[config.mk]
export PLATFORM = sky130hd
export DESIGN_NAME = fm0_bit_detect_crc16_check_unit_flat
export DESIGN_NICKNAME = d
export VERILOG_FILES = /design/src/fbdc_pkg.sv /design/src/fbdc_if.sv /design/src/fm0_bit_detect_crc16_check_unit.sv /design/src/fbdc_front.sv /design/src/fbdc_fifo.sv /design/src/fbdc_back.sv /design/src/flat_wrapper.sv
export SDC_FILE = /design/constraint.sdc
export NUM_CORES = 2
export LEC_CHECK = 0
export BUFFER_PORTS_ARGS = -buffer_cell sky130_fd_sc_hd__buf_2
export CAP_MARGIN = 15
export CORE_AREA = 5 5 367 369
export CTS_BUF_LIST = sky130_fd_sc_hd__clkbuf_8 sky130_fd_sc_hd__clkbuf_16
export DETAILED_ROUTE_END_ITERATION = 10
export DIE_AREA = 0 0 372 374
export SYNTH_ARGS = -nofsm -noshare
export SYNTH_HDL_FRONTEND = slang
export SYNTH_SLANG_ARGS = --single-unit
export TNS_END_PERCENT = 10
[constraint.sdc]
create_clock -name clk -period 27.2 [get_ports clk]
set_input_delay 1.36 -clock clk [delete_from_list [all_inputs] [get_ports clk]]
set_output_delay 1.36 -clock clk [all_outputs]
set_load 0.1 [all_outputs]
[src/fbdc_pkg.sv]
// Shared types and constants for the FM0 bit detector with CRC-16 check.
// No dependencies; every other file of the block refers to this package.
package fbdc_pkg;

  // Sample and metric widths
  localparam int SAMPLE_W = 16;
  localparam int DIFF_W   = SAMPLE_W + 1;
  localparam int PROD_W   = DIFF_W + SAMPLE_W;
  localparam int SUM_W    = PROD_W + 1;

  // Configuration port
  localparam int CFG_IDX_W = 2;

  typedef enum logic [CFG_IDX_W-1:0] {
    CFG_CHANNEL_RE = 2'd0,
    CFG_CHANNEL_IM = 2'd1,
    CFG_CRC_ENABLE = 2'd2
  } cfg_idx_t;

  localparam logic signed [SAMPLE_W-1:0] CHAN_RE_RESET = SAMPLE_W'(32767);
  localparam logic signed [SAMPLE_W-1:0] CHAN_IM_RESET = '0;
  localparam logic                       CRC_EN_RESET  = 1'b1;

  // CRC-16 CCITT
  localparam int              CRC_W    = 16;
  localparam logic [CRC_W-1:0] CRC_POLY = 16'h1021;
  localparam logic [CRC_W-1:0] CRC_INIT = 16'hFFFF;

  // Bit counter saturates at CRC_W; its top bit flags a full tail
  localparam int BITS_W = 5;

  // Queue between front and back
  localparam int FIFO_DEPTH = 4;
  localparam int FIFO_AW    = 2;
  localparam int LEVEL_W    = FIFO_AW + 1;

  // One classified symbol
  typedef struct packed {
    logic sign;  // 1 means metric > 0
    logic last;
  } sym_t;

  // Queue status seen by both sides
  typedef struct packed {
    logic               empty;
    logic [LEVEL_W-1:0] level;
  } fifo_stat_t;

endpackage

[src/fbdc_if.sv]
// Channel interfaces: symbol input, decoded-bit output and register writes.
// Depends on fbdc_pkg for widths.

interface fbdc_in_if (input logic clk);
  logic                                 valid;
  logic                                 ready;
  logic signed [fbdc_pkg::SAMPLE_W-1:0] first_re;
  logic signed [fbdc_pkg::SAMPLE_W-1:0] first_im;
  logic signed [fbdc_pkg::SAMPLE_W-1:0] second_re;
  logic signed [fbdc_pkg::SAMPLE_W-1:0] second_im;
  logic                                 frame_last;

  modport source (input clk, input ready,
                  output valid, first_re, first_im, second_re, second_im, frame_last);
  modport sink   (input clk, input valid, first_re, first_im, second_re, second_im,
                  frame_last, output ready);
endinterface

interface fbdc_out_if (input logic clk);
  logic valid;
  logic ready;
  logic decoded_bit;
  logic frame_end;
  logic crc_ok;

  modport source (input clk, input ready, output valid, decoded_bit, frame_end, crc_ok);
  modport sink   (input clk, input valid, decoded_bit, frame_end, crc_ok, output ready);
endinterface

interface fbdc_cfg_if (input logic clk);
  logic                                 valid;
  logic                                 ready;
  logic [fbdc_pkg::CFG_IDX_W-1:0]       index;
  logic signed [fbdc_pkg::SAMPLE_W-1:0] data;

  modport source (input clk, input ready, output valid, index, data);
  modport sink   (input clk, input valid, index, data, output ready);
endinterface

[src/fm0_bit_detect_crc16_check_unit.sv]
// Top level of the FM0 bit detector with trailing CRC-16 check.
// Depends on fbdc_pkg, fbdc_if.sv, fbdc_front, fbdc_fifo and fbdc_back.
//
// Usage:
//   in_ch   takes one FM0 symbol per transfer: the first and second half-bit
//           complex samples and a frame_last flag on the frame's final symbol.
//   out_ch  gives one result per symbol: the decoded bit, frame_end, and
//           crc_ok, which is 1 only on a frame's last symbol when checking is
//           enabled and the complemented CRC-16 CCITT of all but the last 16
//           bits equals those 16 bits.
//   cfg_ch  writes the channel estimate (index 0 real, 1 imaginary) and the
//           check enable (index 2); write only while no symbol is in flight.
// Path: a symbol taken on in_ch passes the product register, then the queue
//   and the output register, before it is offered on out_ch.
// Throughput: one symbol per cycle while out_ch takes results, set by the one
//   multiply stage and the combinational decode/CRC step in the back part.
// Reset (synchronous, rst_n low) loads the register defaults, empties the
//   queue and starts a new frame. When out_ch stalls, results collect in the
//   four-entry queue; in_ch.ready drops once the queue has no room left.
module fm0_bit_detect_crc16_check_unit (
  input  logic       clk,
  input  logic       rst_n,
  fbdc_in_if.sink    in_ch,
  fbdc_out_if.source out_ch,
  fbdc_cfg_if.sink   cfg_ch
);

  logic                 push;
  logic                 pop;
  logic                 crc_en;
  fbdc_pkg::sym_t       push_data;
  fbdc_pkg::sym_t       pop_data;
  fbdc_pkg::fifo_stat_t fifo_stat;

  fbdc_front u_front (
    .clk       (clk),
    .rst_n     (rst_n),
    .in_ch     (in_ch),
    .cfg_ch    (cfg_ch),
    .fifo_stat (fifo_stat),
    .push      (push),
    .push_data (push_data),
    .crc_en    (crc_en)
  );

  fbdc_fifo u_fifo (
    .clk       (clk),
    .rst_n     (rst_n),
    .push      (push),
    .push_data (push_data),
    .pop       (pop),
    .pop_data  (pop_data),
    .stat      (fifo_stat)
  );

  fbdc_back u_back (
    .clk       (clk),
    .rst_n     (rst_n),
    .fifo_stat (fifo_stat),
    .sym       (pop_data),
    .crc_en    (crc_en),
    .pop       (pop),
    .out_ch    (out_ch)
  );

  // The accept credit must keep the queue from overflowing
  a_no_overflow: assert property (@(posedge clk) disable iff (!rst_n)
    push |-> (fifo_stat.level != fbdc_pkg::LEVEL_W'(fbdc_pkg::FIFO_DEPTH)))
    else $error("symbol pushed into a full queue");

  // The back part takes only what is there
  a_no_underflow: assert property (@(posedge clk) disable iff (!rst_n)
    pop |-> !fifo_stat.empty)
    else $error("pop from an empty queue");

  // A result appears only after a symbol left the queue
  a_out_from_pop: assert property (@(posedge clk) disable iff (!rst_n)
    $rose(out_ch.valid) |-> $past(pop))
    else $error("result shown without a queued symbol");

endmodule

[src/fbdc_front.sv]
// Front part: configuration registers, symbol accept and metric sign.
// Depends on fbdc_pkg and the channel interfaces in fbdc_if.sv.
module fbdc_front (
  input  logic                 clk,
  input  logic                 rst_n,
  fbdc_in_if.sink              in_ch,
  fbdc_cfg_if.sink             cfg_ch,
  input  fbdc_pkg::fifo_stat_t fifo_stat,
  output logic                 push,
  output fbdc_pkg::sym_t       push_data,
  output logic                 crc_en
);

  logic signed [fbdc_pkg::SAMPLE_W-1:0] chan_re_r;
  logic signed [fbdc_pkg::SAMPLE_W-1:0] chan_im_r;
  logic                                 crc_en_r;

  logic signed [fbdc_pkg::DIFF_W-1:0]   d_re;
  logic signed [fbdc_pkg::DIFF_W-1:0]   d_im;
  logic signed [fbdc_pkg::PROD_W-1:0]   prod_re;
  logic signed [fbdc_pkg::PROD_W-1:0]   prod_im;
  logic signed [fbdc_pkg::PROD_W-1:0]   prod_re_r;
  logic signed [fbdc_pkg::PROD_W-1:0]   prod_im_r;
  logic                                 last_r;
  logic                                 s1_valid_r;
  logic signed [fbdc_pkg::SUM_W-1:0]    metric;
  logic [fbdc_pkg::LEVEL_W:0]           occupancy;
  logic                                 in_xfer;

  // Register writes, always ready
  assign cfg_ch.ready = 1'b1;

  always_ff @(posedge clk) begin
    if (!rst_n) begin
      chan_re_r <= fbdc_pkg::CHAN_RE_RESET;
      chan_im_r <= fbdc_pkg::CHAN_IM_RESET;
      crc_en_r  <= fbdc_pkg::CRC_EN_RESET;
    end else if (cfg_ch.valid) begin
      unique case (fbdc_pkg::cfg_idx_t'(cfg_ch.index))
        fbdc_pkg::CFG_CHANNEL_RE: chan_re_r <= cfg_ch.data;
        fbdc_pkg::CFG_CHANNEL_IM: chan_im_r <= cfg_ch.data;
        fbdc_pkg::CFG_CRC_ENABLE: crc_en_r  <= cfg_ch.data[0];
        default: ;
      endcase
    end
  end

  assign crc_en = crc_en_r;

  // Accept only when the queue can hold this symbol and the one in flight
  assign occupancy = {1'b0, fifo_stat.level} + {{fbdc_pkg::LEVEL_W{1'b0}}, s1_valid_r};
  assign in_ch.ready = occupancy < (fbdc_pkg::LEVEL_W + 1)'(fbdc_pkg::FIFO_DEPTH);
  assign in_xfer = in_ch.valid && in_ch.ready;

  // Half-bit difference times channel estimate
  assign d_re    = fbdc_pkg::DIFF_W'(in_ch.first_re) - fbdc_pkg::DIFF_W'(in_ch.second_re);
  assign d_im    = fbdc_pkg::DIFF_W'(in_ch.first_im) - fbdc_pkg::DIFF_W'(in_ch.second_im);
  assign prod_re = d_re * chan_re_r;
  assign prod_im = d_im * chan_im_r;

  // Register the products
  always_ff @(posedge clk) begin
    if (!rst_n) begin
      s1_valid_r <= 1'b0;
    end else begin
      s1_valid_r <= in_xfer;
    end
  end

  always_ff @(posedge clk) begin
    if (in_xfer) begin
      prod_re_r <= prod_re;
      prod_im_r <= prod_im;
      last_r    <= in_ch.frame_last;
    end
  end

  // Sum and take the sign; a zero metric counts as negative
  assign metric = fbdc_pkg::SUM_W'(prod_re_r) + fbdc_pkg::SUM_W'(prod_im_r);

  assign push           = s1_valid_r;
  assign push_data.sign = !metric[fbdc_pkg::SUM_W-1] && (metric != '0);
  assign push_data.last = last_r;

endmodule

[src/fbdc_fifo.sv]
// Short queue of classified symbols between front and back.
// Depends on fbdc_pkg for the entry and status types.
module fbdc_fifo (
  input  logic                 clk,
  input  logic                 rst_n,
  input  logic                 push,
  input  fbdc_pkg::sym_t       push_data,
  input  logic                 pop,
  output fbdc_pkg::sym_t       pop_data,
  output fbdc_pkg::fifo_stat_t stat
);

  fbdc_pkg::sym_t                slot_r [fbdc_pkg::FIFO_DEPTH];
  logic [fbdc_pkg::FIFO_AW-1:0]  wr_ptr_r;
  logic [fbdc_pkg::FIFO_AW-1:0]  rd_ptr_r;
  logic [fbdc_pkg::LEVEL_W-1:0]  level_r;
  logic [fbdc_pkg::LEVEL_W-1:0]  level_nxt;

  // Store on push
  always_ff @(posedge clk) begin
    if (push) begin
      slot_r[wr_ptr_r] <= push_data;
    end
  end

  // Advance pointers and track fill level
  always_comb begin
    level_nxt = level_r;
    case ({push, pop})
      2'b10:   level_nxt = level_r + 1'b1;
      2'b01:   level_nxt = level_r - 1'b1;
      default: level_nxt = level_r;
    endcase
  end

  always_ff @(posedge clk) begin
    if (!rst_n) begin
      wr_ptr_r <= '0;
      rd_ptr_r <= '0;
      level_r  <= '0;
    end else begin
      if (push) wr_ptr_r <= wr_ptr_r + 1'b1;
      if (pop)  rd_ptr_r <= rd_ptr_r + 1'b1;
      level_r <= level_nxt;
    end
  end

  assign pop_data   = slot_r[rd_ptr_r];
  assign stat.level = level_r;
  assign stat.empty = (level_r == '0);

endmodule

[src/fbdc_back.sv]
// Back part: differential decode, CRC-16 tracking and the output register.
// Depends on fbdc_pkg and the output interface in fbdc_if.sv.
module fbdc_back (
  input  logic                 clk,
  input  logic                 rst_n,
  input  fbdc_pkg::fifo_stat_t fifo_stat,
  input  fbdc_pkg::sym_t       sym,
  input  logic                 crc_en,
  output logic                 pop,
  fbdc_out_if.source           out_ch
);

  logic                             prev_sign_r;
  logic                             prev_sign_nxt;
  logic [fbdc_pkg::CRC_W-1:0]       crc_r;
  logic [fbdc_pkg::CRC_W-1:0]       crc_nxt;
  logic [fbdc_pkg::CRC_W-1:0]       crc_fed;
  logic [fbdc_pkg::CRC_W-1:0]       tail_r;
  logic [fbdc_pkg::CRC_W-1:0]       tail_nxt;
  logic [fbdc_pkg::CRC_W-1:0]       tail_upd;
  logic [fbdc_pkg::BITS_W-1:0]      bits_r;
  logic [fbdc_pkg::BITS_W-1:0]      bits_nxt;
  logic [fbdc_pkg::BITS_W-1:0]      bits_upd;
  logic [fbdc_pkg::CRC_W-1:0]       crc_mix;
  logic                             bit_val;
  logic                             ok_val;
  logic                             out_valid_r;
  logic                             bit_r;
  logic                             end_r;
  logic                             ok_r;

  // Take a symbol when the output register is free or being drained
  assign pop = !fifo_stat.empty && (!out_valid_r || out_ch.ready);

  // Decode and CRC step for the symbol at the queue head
  always_comb begin
    bit_val = sym.sign ^ prev_sign_r;

    // Shift out the oldest tail bit into the CRC once the tail is full
    crc_mix = crc_r ^ {tail_r[fbdc_pkg::CRC_W-1], {(fbdc_pkg::CRC_W-1){1'b0}}};
    if (!bits_r[fbdc_pkg::BITS_W-1]) begin
      crc_fed = crc_r;
    end else if (crc_mix[fbdc_pkg::CRC_W-1]) begin
      crc_fed = {crc_mix[fbdc_pkg::CRC_W-2:0], 1'b0} ^ fbdc_pkg::CRC_POLY;
    end else begin
      crc_fed = {crc_mix[fbdc_pkg::CRC_W-2:0], 1'b0};
    end

    tail_upd = {tail_r[fbdc_pkg::CRC_W-2:0], bit_val};
    bits_upd = bits_r[fbdc_pkg::BITS_W-1] ? bits_r : bits_r + 1'b1;

    ok_val = sym.last && crc_en && bits_upd[fbdc_pkg::BITS_W-1] && (~crc_fed == tail_upd);

    // Frame end returns the frame state to its start values
    if (sym.last) begin
      prev_sign_nxt = 1'b1;
      crc_nxt       = fbdc_pkg::CRC_INIT;
      tail_nxt      = '0;
      bits_nxt      = '0;
    end else begin
      prev_sign_nxt = sym.sign;
      crc_nxt       = crc_fed;
      tail_nxt      = tail_upd;
      bits_nxt      = bits_upd;
    end
  end

  always_ff @(posedge clk) begin
    if (!rst_n) begin
      prev_sign_r <= 1'b1;
      crc_r       <= fbdc_pkg::CRC_INIT;
      tail_r      <= '0;
      bits_r      <= '0;
    end else if (pop) begin
      prev_sign_r <= prev_sign_nxt;
      crc_r       <= crc_nxt;
      tail_r      <= tail_nxt;
      bits_r      <= bits_nxt;
    end
  end

  // Output register: load on pop, drop after the transfer
  always_ff @(posedge clk) begin
    if (!rst_n) begin
      out_valid_r <= 1'b0;
    end else if (pop) begin
      out_valid_r <= 1'b1;
    end else if (out_ch.ready) begin
      out_valid_r <= 1'b0;
    end
  end

  always_ff @(posedge clk) begin
    if (pop) begin
      bit_r <= bit_val;
      end_r <= sym.last;
      ok_r  <= ok_val;
    end
  end

  assign out_ch.valid       = out_valid_r;
  assign out_ch.decoded_bit = bit_r;
  assign out_ch.frame_end   = end_r;
  assign out_ch.crc_ok      = ok_r;

endmodule

[src/flat_wrapper.sv]
// flat-port wrapper written by rule: the top's interface ports become plain ports
module fm0_bit_detect_crc16_check_unit_flat 
  (clk, rst_n, in_ch_valid, in_ch_first_re, in_ch_first_im, in_ch_second_re, in_ch_second_im, in_ch_frame_last, in_ch_ready, out_ch_ready, out_ch_valid, out_ch_decoded_bit, out_ch_frame_end, out_ch_crc_ok, cfg_ch_valid, cfg_ch_index, cfg_ch_data, cfg_ch_ready);
  fbdc_in_if in_ch_i (.clk(clk));
  fbdc_out_if out_ch_i (.clk(clk));
  fbdc_cfg_if cfg_ch_i (.clk(clk));
  input  logic clk;
  input  logic rst_n;
  input wire logic [$bits(in_ch_i.valid)-1:0] in_ch_valid;
  input wire logic [$bits(in_ch_i.first_re)-1:0] in_ch_first_re;
  input wire logic [$bits(in_ch_i.first_im)-1:0] in_ch_first_im;
  input wire logic [$bits(in_ch_i.second_re)-1:0] in_ch_second_re;
  input wire logic [$bits(in_ch_i.second_im)-1:0] in_ch_second_im;
  input wire logic [$bits(in_ch_i.frame_last)-1:0] in_ch_frame_last;
  output wire logic [$bits(in_ch_i.ready)-1:0] in_ch_ready;
  input wire logic [$bits(out_ch_i.ready)-1:0] out_ch_ready;
  output wire logic [$bits(out_ch_i.valid)-1:0] out_ch_valid;
  output wire logic [$bits(out_ch_i.decoded_bit)-1:0] out_ch_decoded_bit;
  output wire logic [$bits(out_ch_i.frame_end)-1:0] out_ch_frame_end;
  output wire logic [$bits(out_ch_i.crc_ok)-1:0] out_ch_crc_ok;
  input wire logic [$bits(cfg_ch_i.valid)-1:0] cfg_ch_valid;
  input wire logic [$bits(cfg_ch_i.index)-1:0] cfg_ch_index;
  input wire logic [$bits(cfg_ch_i.data)-1:0] cfg_ch_data;
  output wire logic [$bits(cfg_ch_i.ready)-1:0] cfg_ch_ready;
  assign in_ch_i.valid = in_ch_valid;
  assign in_ch_i.first_re = in_ch_first_re;
  assign in_ch_i.first_im = in_ch_first_im;
  assign in_ch_i.second_re = in_ch_second_re;
  assign in_ch_i.second_im = in_ch_second_im;
  assign in_ch_i.frame_last = in_ch_frame_last;
  assign in_ch_ready = in_ch_i.ready;
  assign out_ch_i.ready = out_ch_ready;
  assign out_ch_valid = out_ch_i.valid;
  assign out_ch_decoded_bit = out_ch_i.decoded_bit;
  assign out_ch_frame_end = out_ch_i.frame_end;
  assign out_ch_crc_ok = out_ch_i.crc_ok;
  assign cfg_ch_i.valid = cfg_ch_valid;
  assign cfg_ch_i.index = cfg_ch_index;
  assign cfg_ch_i.data = cfg_ch_data;
  assign cfg_ch_ready = cfg_ch_i.ready;
  fm0_bit_detect_crc16_check_unit u_core (.clk(clk), .rst_n(rst_n), .in_ch(in_ch_i), .out_ch(out_ch_i), .cfg_ch(cfg_ch_i));
endmodule
-- After elaboration in Yosys (flattened, before gate mapping)
Memories as Yosys holds them, arrays and structs flattened. A register that Yosys moved wholly into a read port is not among the register bits.
Index checks and enable logic that the tools add are counted.
- bits in registers: 150
- memory bits (writable): 8
- bits of input ports: 88
- output and inout bits: 6
- word-level logic and storage cells: 75
- memories: 1
- memories (memory ; words ; width ; read ports ; clocked after Yosys merged registers in ; write ports ; line ; text):
    u_core.u_fifo.slot_r ; 4 ; 2 ; 1 ; 1 ; 1 ; fbdc_fifo.sv:13 ; fbdc_pkg::sym_t slot_r [fbdc_pkg::FIFO_DEPTH];
- add/subtract/negate cells: 9
- multipliers: 2
- magnitude comparators: 1
- eq/ne operators: 6
- muxes and demuxes: 14
- bitwise logic cells: 4
- reductions and logical operators: 19
- operator list (cell ; count):
    17-bit by 16-bit multiplier with 33-bit output ; 2
    16-bit two-way mux ; 3
    33-bit by 33-bit adder with 34-bit output ; 1
    34-bit nonzero test ; 1
    16-bit by 16-bit subtractor with 17-bit output ; 2
    16-bit == test ; 1
    16-bit inverter ; 1
    16-bit bitwise XOR ; 1
    13-bit two-way mux ; 1
    5-bit two-way mux ; 2
    2-bit AND reduction ; 4
    1-bit logical AND ; 6
    3-bit one-hot mux with 2 select lines ; 1
    5-bit by 1-bit adder with 5-bit output (second input constant) ; 1
    1-bit two-way mux ; 5
    2-bit by 1-bit adder with 2-bit output (second input constant) ; 2
    3-bit by 1-bit adder with 4-bit output ; 1
    2-bit by 1-bit == test with 1-bit output (second input constant) ; 2
    2-bit == test (second input constant) ; 2
    4-bit by 3-bit < comparator with 1-bit output (second input constant) ; 1
    2-bit two-way mux ; 2
    2-bit nonzero test ; 2
    3-bit by 1-bit adder with 3-bit output (second input constant) ; 1
    1-bit zero test ; 3
    other kinds (7) ; 7

-- Logic depth before layout (Yosys ltp)
- depth in word-level cells: 7
- depth in mapped cells: 38
- mapped depth without buffers: 37

-- Modules after synthesis
A second synthesis with hierarchy kept.
- cells, all modules: 3329
- area total of the unflattened synthesis: 30270.3 um^2
- by module, submodules not included (module ; instances ; cells an instance ; area an instance (um^2) ; sequential area each (um^2)):
    fbdc_front ; 1 ; 3049 ; 27518.9 ; 2692.6
    fbdc_back ; 1 ; 225 ; 2021.9 ; 870.8
    fbdc_fifo ; 1 ; 55 ; 729.4 ; 420.4

-- Worst setup path after synthesis
OpenSTA, ideal clock, no wires.
- path kind: input -> register
- start point: in in_ch_first_im[0]
- end point: reg u_core.u_front.prod_im_r[31] in the netlist's numbering (data pin)
- setup time: 0.258 ns
- arrival: 9.249 ns
- required time: 26.942 ns
- setup slack: 17.693 ns
- cell stages on the path: 33
- buffers on the path: 1
- cells stage by stage: inv_1 > ha_1 > fa_1 > nor2b_1 > o21ai_0 > a21boi_0 > o21ai_0 > a21oi_1 > a41oi_1 > a221oi_1 > xor2_1 > clkbuf_1 > nand2_1 > fa_1 > fa_1 > fa_1 > inv_1 > fa_1 > fa_1 > inv_1 > fa_1 > inv_1 > ha_1 > a21oi_1 > o221ai_1 > a41oi_1 > o21ai_1 > a221oi_1 > o21ai_1 > or3_1 > a21o_1 > a21oi_1 > xnor2_1
- cells in the longest elaborated chain, start to end: 2
- RTL lines (item ; line ; text):
    start: declaration ; flat_wrapper.sv:11 ; input wire logic [$bits(in_ch_i.first_im)-1:0] in_ch_first_im;
    16-bit by 16-bit subtractor with 17-bit output ; fbdc_front.sv:57 ; assign d_im = fbdc_pkg::DIFF_W'(in_ch.first_im) - fbdc_pkg::DIFF_W'(in_ch.second_im);
    17-bit by 16-bit multiplier with 33-bit output ; fbdc_front.sv:59 ; assign prod_im = d_im * chan_im_r;
    net u_core.u_front.prod_im, one bit ; fbdc_front.sv:21 ; logic signed [fbdc_pkg::PROD_W-1:0] prod_im;
    end signal: assignment ; fbdc_front.sv:73 ; prod_im_r <= prod_im;
    end: declaration ; fbdc_front.sv:23 ; logic signed [fbdc_pkg::PROD_W-1:0] prod_im_r;
The timed path passes the listed nets, and every way through them passes these cells.
A chain may end at the register's enable or synchronous reset.

-- Worst setup path after layout
- start point: in in_ch_second_im[0]
- end point: reg u_core.u_front.prod_im_r[31] in the netlist's numbering (data pin)
- cells in the longest elaborated chain, start to end: 2
- RTL lines (item ; line ; text):
    start: declaration ; flat_wrapper.sv:13 ; input wire logic [$bits(in_ch_i.second_im)-1:0] in_ch_second_im;
    16-bit by 16-bit subtractor with 17-bit output ; fbdc_front.sv:57 ;
    17-bit by 16-bit multiplier with 33-bit output ; fbdc_front.sv:59 ;
    net u_core.u_front.prod_im, one bit ; fbdc_front.sv:21 ;
The timed path passes the listed nets, and every way through them passes these cells.

==> flow_summary.ini <==
[floorplan]
coreArea_um2 = 131000
die_area_um2 = 139000
initial_core_util_pct = 22.9
die_x_um = 372
die_h_um = 374
io-pin-count = 94
fp-row-count = 133

[critical_path]
cp_common_cell = fa_1
reg2reg_to = u_core.u_front.prod_im_r[31]
arrival_ps = 10040
critPathSlowestCell = fa_1
r2r-start = u_core.u_front.chan_im_r[2]
worstPathRequired_ps = 27380
critPathKind = in -> reg
crit_start = in_ch_second_im[0]
worst_path_largest_cell_delay_ps = 530
startpoint_type = primary input
crit_end = u_core.u_front.prod_im_r[31]
r2r_cells = 21
crit_fanout = 16
ff2ff_setup_slack_ps = 19920
end_kind = flop

[global_route]
grt.overflow.total = 0
antenna_found_initial = 11
grt_use_total_pct = 10.8
grt_pass1_vias = 23200
grt_max_degree = 82
grt_pass1_wl_um = 121000

[sta]
finalHoldViolations = 0
setup_slack_ps = 17340
slew-limit-headroom_pct = 24.1
setup_viol = 0
fin_crit_sh_pct = 36.2
maxSlewViolCount = 0
rsz0062_at_grt = no
tns_ps = 0
worst_pin_slew_ps = 1130
fmax_mhz = 101
period_minus_slack_ps = 9860
finClkSkew_ps = 15.4

[final_layout]
finish.utilization_pct = 25.3
fill_cells = 14100
syn2layout_area_growth_pct = 10.6
layout-drive-gt1-share_pct = 5.90
fin_nets = 4209

[status]
status = finished clean

[clock_tree]
cts_tree = done
clock_sinks = 160
clock_latency_ps = 430
root_buffer = clkbuf_16
clk_pin_slew_ps = 70
cts_buffers = 17
h-tree-depth = 4
post_cts_buffers = 0
holdBufCountCts = 0
clockBufferDepth = 2
cts-resized-gates = 0

[synthesis]
syn_area_um2 = 29900
seq_area_frac_synth_pct = 13.3
ys_types = 73
ys.flop_type = dfxtp_1
syn_area_per_cell_um2 = 9.10
synth_edf_count = 78
syn_inst = 3293
yosys_warnings = 0
synth_nets = 4176
async_flop_share_pct = 0
ys_seq_elements = 160

[worst_hold_path]
min_from = u_core.u_back.tail_r[15]
min_path_type = reg -> reg

[run]
maxCapViolations = 0

[route]
postRouteAntennaNets = 0
vias = 21700
drt-total-wl_um = 72900
vias_per_cell = 4.25
drt-pass1-iter-count = 6
routedWlPerCell_um = 14.3
post-route-drc-count = 0
drt_iter0_drc = 1312

[place]
gp_routability_congestion = 0.858
place.detailed.hpwl_um = 59700
place_ws_ps = 16860
port-buffer-count = 92
-- layout make-up --
class,instances,area (um^2),area share [%]
Sequential cell,160,3980,12.0
Clock inverter,12,140,0.423
Timing Repair Buffer,137,798,2.41
Inverter,695,2610,7.87
Multi-Input combinational cell,2315,22900,69.1
Antenna cell,7,17.5,0.0529
Tap cell,1755,2200,6.63
Clock buffer,20,489,1.48
-- state kept, by name (all words and copies together) (netlist names), named ones only --
signal	cells
u_core.u_front.prod_re_r	33
u_core.u_fifo.rd_ptr_r	2
u_core.u_back.out_ch.frame_end	1
u_core.u_front.chan_im_r	16
u_core.u_back.tail_r	16
u_core.u_back.crc_r	16
u_core.u_front.crc_en	1
u_core.u_back.out_ch.valid	1
u_core.u_front.prod_im_r	33
u_core.u_back.out_ch.crc_ok	1
u_core.u_fifo.level_r	3
u_core.u_back.prev_sign_r	1
u_core.u_back.out_ch.decoded_bit	1
u_core.u_front.last_r	1
u_core.u_front.push	1
u_core.u_back.bits_r	5
u_core.u_front.chan_re_r	16
u_core.u_fifo.wr_ptr_r	2
u_core.u_fifo.slot_r	8
-- cell families (layout without fill, tap and decap cells) --
| kind of cell | count (synthesis) | in the layout | synth area share [%] |
|---|---|---|---|
| AO/OA/AOI/OAI | 356 | 356 | 7.96 |
| XOR/XNOR | 131 | 131 | 3.83 |
| adder cells (fa/ha/maj) | 795 | 795 | 47.1 |
| buffers and inverters | 818 | 864 | 10.3 |
| flip-flops | 160 | 160 | 13.3 |
| multiplexers | 25 | 25 | 0.894 |
| other | 1 | 8 | 0.0125 |
| AND/OR/NAND/NOR | 1007 | 1007 | 16.5 |
-- how the worst min path moves through the flow --
| stage | end | slack (ps) | depth (start not counted) |
|---|---|---|---|
| finish | u_core.u_back.tail_r[15] | 480 | 2 |
| floorplan | u_core.u_front.crc_en | 440 | 2 |
| global placement | u_core.u_back.tail_r[15] | 470 | 2 |
| detailed placement | u_core.u_back.tail_r[15] | 480 | 2 |
| global route | u_core.u_back.tail_r[6] | 520 | 2 |
| CTS | u_core.u_back.tail_r[15] | 490 | 2 |
-- placed cells by master (no fill, tap or decap), types with 47 or more instances in the layout --
cell type	instances
nor2b_1	58
and2_1	225
inv_1	695
a21oi_1	77
o21ai_0	52
ha_1	239
xnor2_1	86
nor2_1	101
fa_1	556
buf_2	92
nand3_1	58
nand2_1	417
dfxtp_1	82
a21o_1	47
edfxtp_1	78
-- routing by layer --
metal | GRT usage [%] | part of all wire [%] | vias to the layer above
met5 | 0 | 0.056 | -
met1 | 13.2 | 41 | 10900
met3 | 1.98 | 5.2 | 86
met2 | 19.2 | 51 | 434
met4 | 3.01 | 2.8 | 6
li1 | - | - | 10200
-- Yosys cell counts (all sizes together), types with 58 or more instances --
master | number | share of area, %
nand2 | 417 | 5.2
o21ai | 58 | 0.97
clkbuf | 107 | 1.3
edfxtp | 78 | 7.8
nand3 | 58 | 0.97
nor2 | 101 | 1.3
nor2b | 58 | 1.2
ha | 239 | 10
xnor2 | 88 | 2.6
dfxtp | 82 | 5.5
fa | 556 | 37
inv | 695 | 8.7
and2 | 226 | 4.7
a21oi | 77 | 1.3
-- per-stage QoR --
step / area, um^2 / instances / hold slack (ps)
global placement: 32500 / 5060 / 472
detailed placement: 32500 / 5060 / 475
global route: 33100 / 5095 / 517
finish: 33100 / 5101 / 481
CTS: 33100 / 5092 / 486
floorplan: 30000 / 3293 / 436
-- critical path: cells and delay by family --
family,cells,cell delay (ps)
xor+xnor,2,270
compound gates,14,3320
buf+inv,5,490
fa+ha+maj,9,4000
simple gates,3,600
Power is not shown: default switching activity piles up to over one toggle a cycle in this logic, so the estimate is an artifact.
